**config.mk**
```make
export PLATFORM = sky130hd
export DESIGN_NAME = dstr_ram
export DESIGN_NICKNAME = d
export VERILOG_FILES = /design/src/hw/rtl/dstr_ram.sv
export SDC_FILE = /design/constraint.sdc
export NUM_CORES = 1
export LEC_CHECK = 0
export ABC_CLOCK_PERIOD_IN_PS = 1600
export BUFFER_PORTS_ARGS = -buffer_cell sky130_fd_sc_hd__buf_2
export CAP_MARGIN = 20
export CORE_MARGIN = 2
export CORE_UTILIZATION = 24
export DETAILED_ROUTE_END_ITERATION = 8
export SLEW_MARGIN = 20
export SYNTH_ARGS = -nofsm -noshare
export SYNTH_HDL_FRONTEND = slang
export SYNTH_SLANG_ARGS = --single-unit
```
**constraint.sdc**
```tcl
create_clock -name i_clk -period 1.6 [get_ports i_clk]
set_clock_uncertainty 0.05 [all_clocks]
set_input_delay 0.16 -clock i_clk [delete_from_list [all_inputs] [get_ports i_clk]]
set_output_delay 0.16 -clock i_clk [all_outputs]
set_load 0.02 [all_outputs]
```
**src/hw/rtl/dstr_ram.sv**
```systemverilog
module dstr_ram #(
    parameter int unsigned WIDTH = 8,
    parameter int unsigned DEPTH = 16
) (
    input  logic                     i_clk,
    input  logic                     i_wr_en,
    input  logic [$clog2(DEPTH)-1:0] i_wr_addr,
    input  logic [WIDTH-1:0]         i_wr_data,
    input  logic                     i_rd_en,
    input  logic [$clog2(DEPTH)-1:0] i_rd_addr,
    output logic [WIDTH-1:0]         o_rd_data
);

    logic [WIDTH-1:0] r_mem [DEPTH];
    logic [WIDTH-1:0] r_rd_data;

    always_ff @(posedge i_clk) begin
        if (i_wr_en) begin
            r_mem[i_wr_addr] <= i_wr_data;
        end
        if (i_rd_en) begin
            r_rd_data <= r_mem[i_rd_addr];
        end
    end

    assign o_rd_data = r_rd_data;

endmodule

```
==> results.json <==
{
  "initial_utilization": 0.246,
  "tightest_slew_ns": 0.727,
  "slowest_delay_ns": 0.48,
  "dpl_cell_area_sq_um": 5860,
  "leakagePower_nw": 2.12,
  "h-tree-depth": 4,
  "hpwlAfterDp_microns": 7100,
  "cts_hold_buffers": 0,
  "cp_cell_sequence": "mux4_2 > a22oi_1 > nand2_1",
  "gr-usage-met1": 0.122,
  "die-area_sq_um": 23000,
  "routed_wl_microns": 10700,
  "dp_slack_ns": -0.192,
  "rows": 53,
  "cts_setup_buffers": 0,
  "synth_seq_cells": 136,
  "crit_type": "reg -> reg",
  "hold_ws_ns": 0.0752,
  "power.density_nw_per_um2": 1250,
  "syn_inst": 229,
  "globalRouteMet2Util": 0.163,
  "n_fill_cell": 2075,
  "post_synth_num_cell_types": 18,
  "final-setup-viol-count": 0,
  "synth_fp_nets": 248,
  "rsz0062_at_grt": "false",
  "die_x_microns": 152,
  "grt_max_degree": 26,
  "critPathLaunch": "r_mem[11][7]",
  "yosysTopAreaCell": "edfxtp_1",
  "cts.sinks": 136,
  "ios": 27,
  "clockBufferDepth": 2,
  "yosysWarnings": 0,
  "viasPerCell": 4.32,
  "drtIter0Drc": 264,
  "drive_gt1_frac": 0.326,
  "drc": 0,
  "outcome": "complete, no violations",
  "finalWorstPathRequiredPeriod_ns": 1.53,
  "start_kind": "register",
  "final.setup.worst_slack_ns": 0.0739,
  "globalplace.congestion": 0.797,
  "syn_area_sq_um": 5230,
  "cts_resized": 0,
  "min-delay-start": "i_rd_en",
  "register_area_sq_um": 4080,
  "grtUsageMet3": 0.0341,
  "cts_root_buffer": "clkbuf_16",
  "grt_first_pass_wirelength_microns": 16200,
  "port_buffers": 26,
  "multi_input_area_sq_um": 1070,
  "overflow": 0,
  "grt.busiest_layer": "met2",
  "antenna_left": 0,
  "ys_seq_area_frac": 0.781,
  "clk_latency_ns": 0.41,
  "dr_total_vias": 2491,
  "fp.dieH_microns": 152,
  "critPathArrivalTime_ns": 1.63,
  "cp_data_required_time_ns": 1.70,
  "drv_slew": 0,
  "core_area_sq_um": 21200,
  "holdCritPathClass": "in -> reg",
  "crit_slowest_cell": "mux4_2",
  "regToRegStartpoint": "r_mem[11][7]",
  "fin_util": 0.302,
  "final_area_sq_um": 6410,
  "hold_violations": 0,
  "grt_antenna_before_repair": 1,
  "grt_pass1_vias": 2650,
  "synth_area_per_cell_sq_um": 22.8,
  "fin_nets": 308,
  "grtUsageTotal": 0.101,
  "numCtsBuffers": 17,
  "clkSlewWorstSetupHoldPaths_ns": 0.06,
  "area_growth_pct": 22.6,
  "slew-limit-headroom": 0.514,
  "drt-pass1-iter-count": 4,
  "period_share": 0.954,
  "crit_fanout": 1,
  "synthTopCellsByArea": "edfxtp_1, mux4_2, mux4_1, a22oi_1, nor2_1",
  "cp-end-kind": "register",
  "routedWlPerCell_microns": 18.6,
  "ir_worst_vdd_uv": 832,
  "yosysTopAreaCellShare": 0.781,
  "setup_tns_ns": 0,
  "max_freq_ghz": 0.655,
  "cap_violations": 0,
  "cts_tree": "built"
}
cells in the mapped netlist:
| cell type | count |
|---|---|
| nand3b_1 | 2 |
| nand2_1 | 9 |
| a22oi_1 | 16 |
| buf_2 | 3 |
| and2b_1 | 1 |
| nor2_1 | 13 |
| buf_6 | 3 |
| and2_1 | 1 |
| nor3_1 | 4 |
| mux4_2 | 18 |
| nand3_1 | 1 |
| or3b_2 | 1 |
| buf_4 | 1 |
| edfxtp_1 | 136 |
| nand2b_1 | 2 |
| clkdlybuf4s25_2 | 3 |
| nor2b_1 | 1 |
| mux4_1 | 14 |
routing by layer:
layer / vias up / wire [microns]
li1: 1102 / -
met4: 0 / 252
met5: - / 0
met3: 15 / 518
met2: 66 / 5250
met1: 1308 / 4700
cells by family after synthesis:
family	Yosys count	share of synthesized area
AO/OA/AOI/OAI	16	0.0230
AND/OR/NAND/NOR	35	0.0314
buffers and inverters	10	0.0165
flip-flops	136	0.781
multiplexers	32	0.148
cell type report:
cell class                 count  area share
sequential                   136       0.637
multi-input combinational     83       0.167
clock buffer                  20      0.0681
timing repair buffer          51      0.0574
tap                          275      0.0537
clock inverter                11      0.0168
antenna                        1    0.000390
worst max-delay path, delay by kind of cell, from the launching register on:
kind	cells	cell delay (ns)
DFF	1	0.36
muxes	1	0.48
and+or+nand+nor	1	0.09
AOI/OAI and AO/OA	1	0.28
power by group:
group | internal (mW) | switching [mW] | total [mW]
clock | 2.25 | 1.33 | 3.59
combinational | 0.171 | 0.234 | 0.404
sequential | 4.02 | 0.0231 | 4.04
final timing paths:
path | end | slack [ns] | depth (start not counted)
max | o_rd_data[7] | 0.07 | 3
min | o_rd_data[5] | 0.08 | 1
max reg2reg | o_rd_data[7] | 0.07 | 3
min reg2reg | o_rd_data[5] | 0.70 | 3
sequential cells by signal, summed over array words and instances (netlist names):
register,cells
r_mem,128
o_rd_data,8
per-stage QoR:
step | power [mW] | cells
final | 8.03 | 577
after global routing | 8.31 | 576
after CTS | 8.10 | 576
after detailed placement | 4.52 | 545
after global placement | 4.51 | 545
after floorplan | 4.33 | 229
layout by cell type, fill, tap and decap left out:
master	n
edfxtp_1	136
buf_2	26
buf_4	21
mux4_2	18
clkbuf_16	17
a22oi_1	15
mux4_1	14
nor2_1	13
nand2_1	9
clkinv_2	5
buf_12	4
nor3_1	3
clkbuf_1	3
nand3b_1	2
nand2b_1	2
clkinv_1	2
clkinvlp_4	2
bufinv_16	2
diode_2	1
nor2b_1	1
and2_1	1
and2b_1	1
a22oi_2	1
nand3_1	1
or3b_2	1
nor3_2	1
Note: power is estimated with default switching activity, not from simulation.
