## src/hw/rtl/dstr_pkg.sv

```systemverilog
package dstr_pkg;

    localparam int unsigned TIME_W  = 48;
    localparam int unsigned COORD_W = 64;
    localparam int unsigned ENTRY_W = TIME_W + 3 * COORD_W;
    localparam int unsigned SLOT_W  = 32;
    localparam int unsigned OP_W    = 3;

    typedef enum logic [OP_W-1:0] {
        OP_APPEND  = 3'd0,
        OP_PREPEND = 3'd1,
        OP_REWIND  = 3'd2,
        OP_STEP    = 3'd3,
        OP_CLEAR   = 3'd4
    } t_op;

    // Memory request issued by the pointer unit for one transaction.
    typedef struct packed {
        logic wr_en;
        logic rd_hit;
    } t_ctrl_req;

endpackage

```

## src/hw/rtl/dstr_ctrl.sv

```systemverilog
module dstr_ctrl #(
    parameter int unsigned SLOT_ENTRIES = 256,
    parameter int unsigned NUM_SLOTS    = 8
) (
    input  logic                                        i_clk,
    input  logic                                        i_rst_n,
    input  logic                                        i_valid,
    input  logic [dstr_pkg::OP_W-1:0]                   i_op,
    output dstr_pkg::t_ctrl_req                         o_req,
    output logic [$clog2(NUM_SLOTS*SLOT_ENTRIES)-1:0]   o_wr_addr,
    output logic [$clog2(NUM_SLOTS*SLOT_ENTRIES)-1:0]   o_rd_addr
);

    import dstr_pkg::*;

    localparam int unsigned AW = $clog2(NUM_SLOTS * SLOT_ENTRIES);
    localparam int unsigned IW = $clog2(SLOT_ENTRIES);
    localparam int unsigned HW = $clog2(SLOT_ENTRIES + 1);
    localparam int unsigned PW = $clog2(NUM_SLOTS);

    localparam logic [AW-1:0]     SIZE_A     = AW'(SLOT_ENTRIES);
    localparam logic [IW-1:0]     IDX_LAST   = IW'(SLOT_ENTRIES - 1);
    localparam logic [HW-1:0]     HEAD_FULL  = HW'(SLOT_ENTRIES);
    localparam logic [PW-1:0]     PHYS_LAST  = PW'(NUM_SLOTS - 1);
    localparam logic [SLOT_W-1:0] SLOT_LAST  = SLOT_W'(NUM_SLOTS - 1);
    localparam logic [SLOT_W-1:0] SLOT_RING  = SLOT_W'(NUM_SLOTS);

    // Each virtual slot counter has a physical slot number kept in step
    // with it, so no modulo of the 32-bit counter is needed.
    logic [SLOT_W-1:0] r_tail_slot, n_tail_slot;
    logic [PW-1:0]     r_tail_phys, n_tail_phys;
    logic [IW-1:0]     r_tail_idx,  n_tail_idx;
    logic [SLOT_W-1:0] r_head_slot, n_head_slot;
    logic [PW-1:0]     r_head_phys, n_head_phys;
    logic [HW-1:0]     r_head_idx,  n_head_idx;
    logic [SLOT_W-1:0] r_cur_slot,  n_cur_slot;
    logic [PW-1:0]     r_cur_phys,  n_cur_phys;
    logic [IW-1:0]     r_cur_idx,   n_cur_idx;

    logic [SLOT_W-1:0] tail_next_slot;
    logic [PW-1:0]     tail_phys_inc;
    logic [PW-1:0]     tail_phys_dec;
    logic [PW-1:0]     head_phys_inc;
    logic [PW-1:0]     head_phys_dec;
    logic [PW-1:0]     cur_phys_dec;
    logic [HW-1:0]     head_idx_dec;
    logic              step_hit;

    assign tail_next_slot = r_tail_slot + SLOT_W'(1);
    assign tail_phys_inc  = (r_tail_phys == PHYS_LAST) ? '0 : r_tail_phys + PW'(1);
    assign tail_phys_dec  = (r_tail_phys == '0) ? PHYS_LAST : r_tail_phys - PW'(1);
    assign head_phys_inc  = (r_head_phys == PHYS_LAST) ? '0 : r_head_phys + PW'(1);
    assign head_phys_dec  = (r_head_phys == '0) ? PHYS_LAST : r_head_phys - PW'(1);
    assign cur_phys_dec   = (r_cur_phys == '0) ? PHYS_LAST : r_cur_phys - PW'(1);
    assign head_idx_dec   = r_head_idx - HW'(1);

    // The cursor still lies at or above the head boundary.
    assign step_hit = (r_cur_slot > r_head_slot) ||
                      ((r_cur_slot == r_head_slot) && (HW'(r_cur_idx) >= r_head_idx));

    always_comb begin
        n_tail_slot  = r_tail_slot;
        n_tail_phys  = r_tail_phys;
        n_tail_idx   = r_tail_idx;
        n_head_slot  = r_head_slot;
        n_head_phys  = r_head_phys;
        n_head_idx   = r_head_idx;
        n_cur_slot   = r_cur_slot;
        n_cur_phys   = r_cur_phys;
        n_cur_idx    = r_cur_idx;
        o_req        = '0;
        o_wr_addr    = AW'(r_tail_phys) * SIZE_A + AW'(r_tail_idx);
        o_rd_addr    = AW'(r_cur_phys) * SIZE_A + AW'(r_cur_idx);

        if (i_valid) begin
            case (i_op)
                OP_APPEND: begin
                    o_req.wr_en = 1'b1;
                    if (r_tail_idx < IDX_LAST) begin
                        n_tail_idx = r_tail_idx + IW'(1);
                    end else begin
                        // Tail wraps a slot; drop the oldest slot if the
                        // head is about to be overrun.
                        if (r_head_slot <= tail_next_slot) begin
                            n_head_idx  = '0;
                            n_head_slot = r_head_slot + SLOT_W'(1);
                            n_head_phys = head_phys_inc;
                        end
                        n_tail_idx  = '0;
                        n_tail_slot = tail_next_slot;
                        n_tail_phys = tail_phys_inc;
                    end
                end
                OP_PREPEND: begin
                    o_wr_addr = AW'(r_head_phys) * SIZE_A + AW'(head_idx_dec);
                    if (r_head_idx != '0) begin
                        o_req.wr_en = 1'b1;
                        n_head_idx  = head_idx_dec;
                        if ((head_idx_dec == '0) && (r_head_slot > tail_next_slot)) begin
                            n_head_idx  = HEAD_FULL;
                            n_head_slot = r_head_slot - SLOT_W'(1);
                            n_head_phys = head_phys_dec;
                        end
                    end
                end
                OP_REWIND: begin
                    if (r_tail_idx != '0) begin
                        n_cur_slot = r_tail_slot + SLOT_RING;
                        n_cur_phys = r_tail_phys;
                        n_cur_idx  = r_tail_idx - IW'(1);
                    end else begin
                        n_cur_slot = r_tail_slot + SLOT_LAST;
                        n_cur_phys = tail_phys_dec;
                        n_cur_idx  = IDX_LAST;
                    end
                end
                OP_STEP: begin
                    if (step_hit) begin
                        o_req.rd_hit = 1'b1;
                        if (r_cur_idx != '0) begin
                            n_cur_idx = r_cur_idx - IW'(1);
                        end else begin
                            n_cur_slot = r_cur_slot - SLOT_W'(1);
                            n_cur_phys = cur_phys_dec;
                            n_cur_idx  = IDX_LAST;
                        end
                    end
                end
                OP_CLEAR: begin
                    n_tail_slot = '0;
                    n_tail_phys = '0;
                    n_tail_idx  = '0;
                    n_head_slot = SLOT_LAST;
                    n_head_phys = PHYS_LAST;
                    n_head_idx  = HEAD_FULL;
                    n_cur_slot  = '0;
                    n_cur_phys  = '0;
                    n_cur_idx   = '0;
                end
                default: begin
                end
            endcase
        end
    end

    always_ff @(posedge i_clk) begin
        if (!i_rst_n) begin
            r_tail_slot <= '0;
            r_tail_phys <= '0;
            r_tail_idx  <= '0;
            r_head_slot <= SLOT_LAST;
            r_head_phys <= PHYS_LAST;
            r_head_idx  <= HEAD_FULL;
            r_cur_slot  <= '0;
            r_cur_phys  <= '0;
            r_cur_idx   <= '0;
        end else begin
            r_tail_slot <= n_tail_slot;
            r_tail_phys <= n_tail_phys;
            r_tail_idx  <= n_tail_idx;
            r_head_slot <= n_head_slot;
            r_head_phys <= n_head_phys;
            r_head_idx  <= n_head_idx;
            r_cur_slot  <= n_cur_slot;
            r_cur_phys  <= n_cur_phys;
            r_cur_idx   <= n_cur_idx;
        end
    end

endmodule

```

## config.mk

```make
export PLATFORM = sky130hd
export DESIGN_NAME = dstr_ctrl
export DESIGN_NICKNAME = d
export VERILOG_FILES = /design/src/hw/rtl/dstr_pkg.sv /design/src/hw/rtl/dstr_ctrl.sv
export SDC_FILE = /design/constraint.sdc
export NUM_CORES = 1
export LEC_CHECK = 0
export ABC_AREA = 1
export BUFFER_PORTS_ARGS = -buffer_cell sky130_fd_sc_hd__buf_2
export CAP_MARGIN = 10
export CORE_MARGIN = 2
export CORE_UTILIZATION = 63
export CTS_CLUSTER_DIAMETER = 200
export DETAILED_ROUTE_END_ITERATION = 7
export PLACE_DENSITY = 0.78
export SETUP_SLACK_MARGIN = 0.02
export SYNTH_ARGS = -nofsm -noshare
export SYNTH_HDL_FRONTEND = slang
export SYNTH_SLANG_ARGS = --single-unit
```

## constraint.sdc

```tcl
create_clock -name i_clk -period 4.3 [get_ports i_clk]
set_input_delay 1.075 -clock i_clk [delete_from_list [all_inputs] [get_ports i_clk]]
set_output_delay 1.075 -clock i_clk [all_outputs]
set_load 0.005 [all_outputs]
```

==> metrics.md <==
| Metric | Value |
|---|---|
| Peak Freq | 252 MHz |
| Combinational power share | approximately a quarter |
| Tcrit/Tclk final | approximately 90% |
| Critical R2R Capture | r_head_slot[30] |
| Pin count of the biggest net entering global routing | 62 |
| Cells on worst reg2reg path | 23 |
| Worst slack at placement | roughly 120 ps |
| IO Pins | 30 |
| Hold Vio Cnt, Final | 0 |
| R2r setup slk | 330 ps |
| Ys Warns | 0 |
| Clk pin slew, worst setup/hold paths | roughly 60 ps |
| Vias in the first global route | 12,629 |
| Max Transition Viols Final | 0 |
| Worst path max stage delay | between 400 and 500 ps |
| Post-synth net total | ~2,300 |
| CP top delay family | simple AND/OR/NAND/NOR gates |
| Synthesis-to-layout area growth | 8.04% |
| Critical path peak fanout | 21 |
| Slew @ Worst Pin | ~1100 ps |
| Nets | 2,288 |
| Crit path kind | flop to flop |
| CTS-repair resized insts | 0 |
| Die Wd | 146 microns |
| Post-synth top flop | dfxtp_1 |
| Sequential share of power | a little over a third |
| Data required time of the worst path | 4560 ps |
| Ys async rst share | 0% |
| CTS Sinks | 130 |
| Setup Viol. Count Final | 0 |
| Layout cells sized above 1 | approximately 6.6% |
| Cell Chain, Critical Path | ha_2 -> inv_1 -> nor2_1 -> nand2_1 -> nor2_2 -> inv_1 -> nor2_1 -> nand2_1 -> xor2_1 -> ha_1 -> a21oi_1 -> o21ai_0 -> nand2_1 -> nand2_1 -> a21oi_1 -> nand2_1 -> nand3_1 -> nand2_4 -> inv_4 -> nand2_8 -> buf_4 -> nand2_1 -> a21oi_1 |
| CTS root buf | clkbuf_16 |
| DRC | 0 |
| Drt via density | about 5.7 |
| CTS buffer count | 17 |
| Max_cap viols | 0 |
| Worst Hold End | r_tail_slot[31] |
| Most Frequent Cell on Critical Path | nand2_1 |
| Clk Latency, worst-skew pair | around 430 ps |
| Fin crit period | 3970 ps |
| Outcome | complete, no violations |
| Wirelength per Cell | between 15 and 20 microns |
| Setup bufs post-CTS | 0 |
| H-tree levels | 4 |
| Layout filler cell count | around 1,900 |
| Die area | 21,400 sq um |
| HP Class | flop to flop |
| Core area | roughly 20,000 sq um |
| Cts hold-fix bufs | 0 |
| TNS Setup | 0 ps |
| Total track usage | roughly 37% |
| Max IR drop VDD | 0.257 mV |
| RD Place Congestion | about 1.0 |
| Longest Clk Path Bufs | 2 |
| Switching Share | approximately a third |
| Antenna-violating nets left | 0 |
| First drt pass iteration count | 6 |
| Rel. slew slack | slightly below 30% |
| Drt initial violations | about 1,300 |
| Die Y | 146 microns |
| Tot Pwr | approximately 3700 uW |
| Crit path buf inv count | 4 |
| Critical path's slowest cell | dfxtp_1 |
| CP arrival | 4230 ps |
| RR Startpoint | r_tail_slot[4] |
| WL final | roughly 40,000 microns |
| Area of the multi-input gates | 8730 sq um |
| Antenna diodes | 0 |
| WHS | 476 ps |
| Initial Utilization | between 60% and 70% |
| Synth unique cells | 54 |
| Power share of the clock group | 39.1% |
| Avg Cell Area, Syn | 5.96 sq um |
| Clock skew | 11.0 ps |
| TritonCTS clock tree | done |
| Switching power | ~1300 uW |
| Hold Path Stages | 2 |
| Power Density | between 200 and 300 nW/um^2 |
| Worst setup SP type | flop |
| DP HPWL | ~31,000 microns |
| PortBufs | 29 |
| Final setup margin | 329 ps |
| Sequential cell area | 2600 sq um |
| Global-route wire length before repair | around 64,000 microns |
| FF+latch count, synth | 130 |
| Row count | 52 |
| Worst Setup End Kind | flop |
| Post-synthesis sequential area ratio | between 20% and 30% |
| Post-synth EDFFs | 0 |
| Final Util | 68.7% |
| DR vias | between 10,000 and 15,000 |
| P_int | between 2000 and 2500 uW |
| RSZ-0062 raised after global routing | no |
| Cell count after synthesis | around 2,100 |
| Cell Area, Synth | about 13,000 sq um |
| Antenna violations before repair | 0 |
| Hold_sp | r_tail_slot[31] |
| Leakage | 0.00671 uW |
| Grt ovf | 0 |
cell families (layout without fill, tap and decap cells):
logic type	Yosys count	count (layout)	synth area share, %
compound gates	320	320	14.1
xor+xnor	63	63	4.33
fa+ha+maj	125	125	12.3
buf+inv	368	399	11.3
flops	130	130	20.4
simple gates	1132	1132	37.5
worst max-delay path by stage:
stage / from / to / slack [ps] / cells past startpoint
2_1_floorplan: i_op[1] / o_wr_addr[5] / 570 / 6
3_3_place_gp: r_tail_slot[4] / r_head_slot[27] / 280 / 23
3_5_place_dp: r_tail_slot[4] / r_head_slot[30] / 120 / 22
4_1_cts: r_tail_slot[4] / r_head_slot[30] / 50 / 22
5_1_grt: r_tail_slot[4] / r_head_slot[30] / 30 / 22
6_report: r_tail_slot[4] / r_head_slot[30] / 330 / 23
worst register-to-register path, cell delays in order, from the launching register on:
cell and delay, ps:
dfxtp_1 430, ha_2 270, inv_1 90, nor2_1 150, nand2_1 120, nor2_2 180
inv_1 80, nor2_1 240, nand2_1 120, xor2_1 220, ha_1 290, a21oi_1 130
o21ai_0 90, nand2_1 60, nand2_1 60, a21oi_1 290, nand2_1 140, nand3_1 140
nand2_4 140, inv_4 110, nand2_8 120, buf_4 220, nand2_1 70, a21oi_1 60
power groups by stage:
stage / clock network [uW] / logic, uW / registers, uW
global route: 1500 / 1050 / 1330
detailed placement: 0 / 898 / 1350
floorplan: 0 / 691 / 1330
finish: 1450 / 931 / 1330
CTS: 1450 / 907 / 1330
global placement: 0 / 872 / 1350
cells in the mapped netlist (6+ instances only):
| cell | n | share of area [%] |
|---|---|---|
| buf_2 | 15 | 0.59 |
| xor2_1 | 48 | 3.3 |
| nand3b_1 | 6 | 0.35 |
| o21ai_0 | 94 | 3.7 |
| o21a_1 | 9 | 0.53 |
| o22ai_1 | 9 | 0.44 |
| o22ai_2 | 8 | 0.79 |
| nor2_4 | 6 | 0.53 |
| nor2_1 | 302 | 8.9 |
| dfxtp_1 | 130 | 20 |
| o21bai_1 | 6 | 0.35 |
| nor3_1 | 34 | 1.3 |
| inv_1 | 301 | 8.9 |
| nand4_1 | 46 | 2.3 |
| nand3_1 | 122 | 4.8 |
| inv_2 | 8 | 0.24 |
| or2_2 | 6 | 0.29 |
| clkbuf_1 | 29 | 0.85 |
| buf_1 | 6 | 0.18 |
| nor2_2 | 9 | 0.44 |
| a31oi_1 | 8 | 0.39 |
| xnor2_1 | 15 | 1.0 |
| nand2_1 | 579 | 17 |
| a21oi_1 | 161 | 6.3 |
| ha_1 | 124 | 12 |
metal layers:
layer,GRT usage (%),up-vias,share of wire [%]
met5,0,-,0
met3,4.63,138,6.8
li1,-,6910,-
met2,63.0,581,46
met1,47.0,6371,42
met4,18.4,0,5.2
final cells by class:
cell class              instances  area share, %
multi-input cells            1640           63.4
flip-flops and latches        130           18.9
inverters                     314           8.62
clock buffers                  18           3.12
well taps                     270           2.45
repair buffers                 54           2.45
clock inverters                13           1.01
sequential cells by signal (all words and copies together), names as in the netlist:
name / flops
r_cur_phys: 3
r_head_idx: 9
r_head_phys: 3
r_cur_idx: 8
r_tail_slot: 32
r_tail_phys: 3
r_cur_slot: 32
r_head_slot: 32
r_tail_idx: 8
layout by cell type (no fill, tap or decap), types with 29 or more instances in the layout:
cell and n:
nor2_1 301, nand4_1 46, nand2_1 579, nor3_1 33, o21ai_0 94, nand3_1 122, buf_2 29, inv_1 301
dfxtp_1 130, xor2_1 48, a21oi_1 161, ha_1 123
metrics by stage:
stage | instances | area, sq um
6_report | 2439 | 13800
5_1_grt | 2439 | 13800
4_1_cts | 2439 | 13700
3_5_place_dp | 2408 | 13200
3_3_place_gp | 2408 | 13200
2_1_floorplan | 2138 | 12700
(Power assumes the default switching activity.)
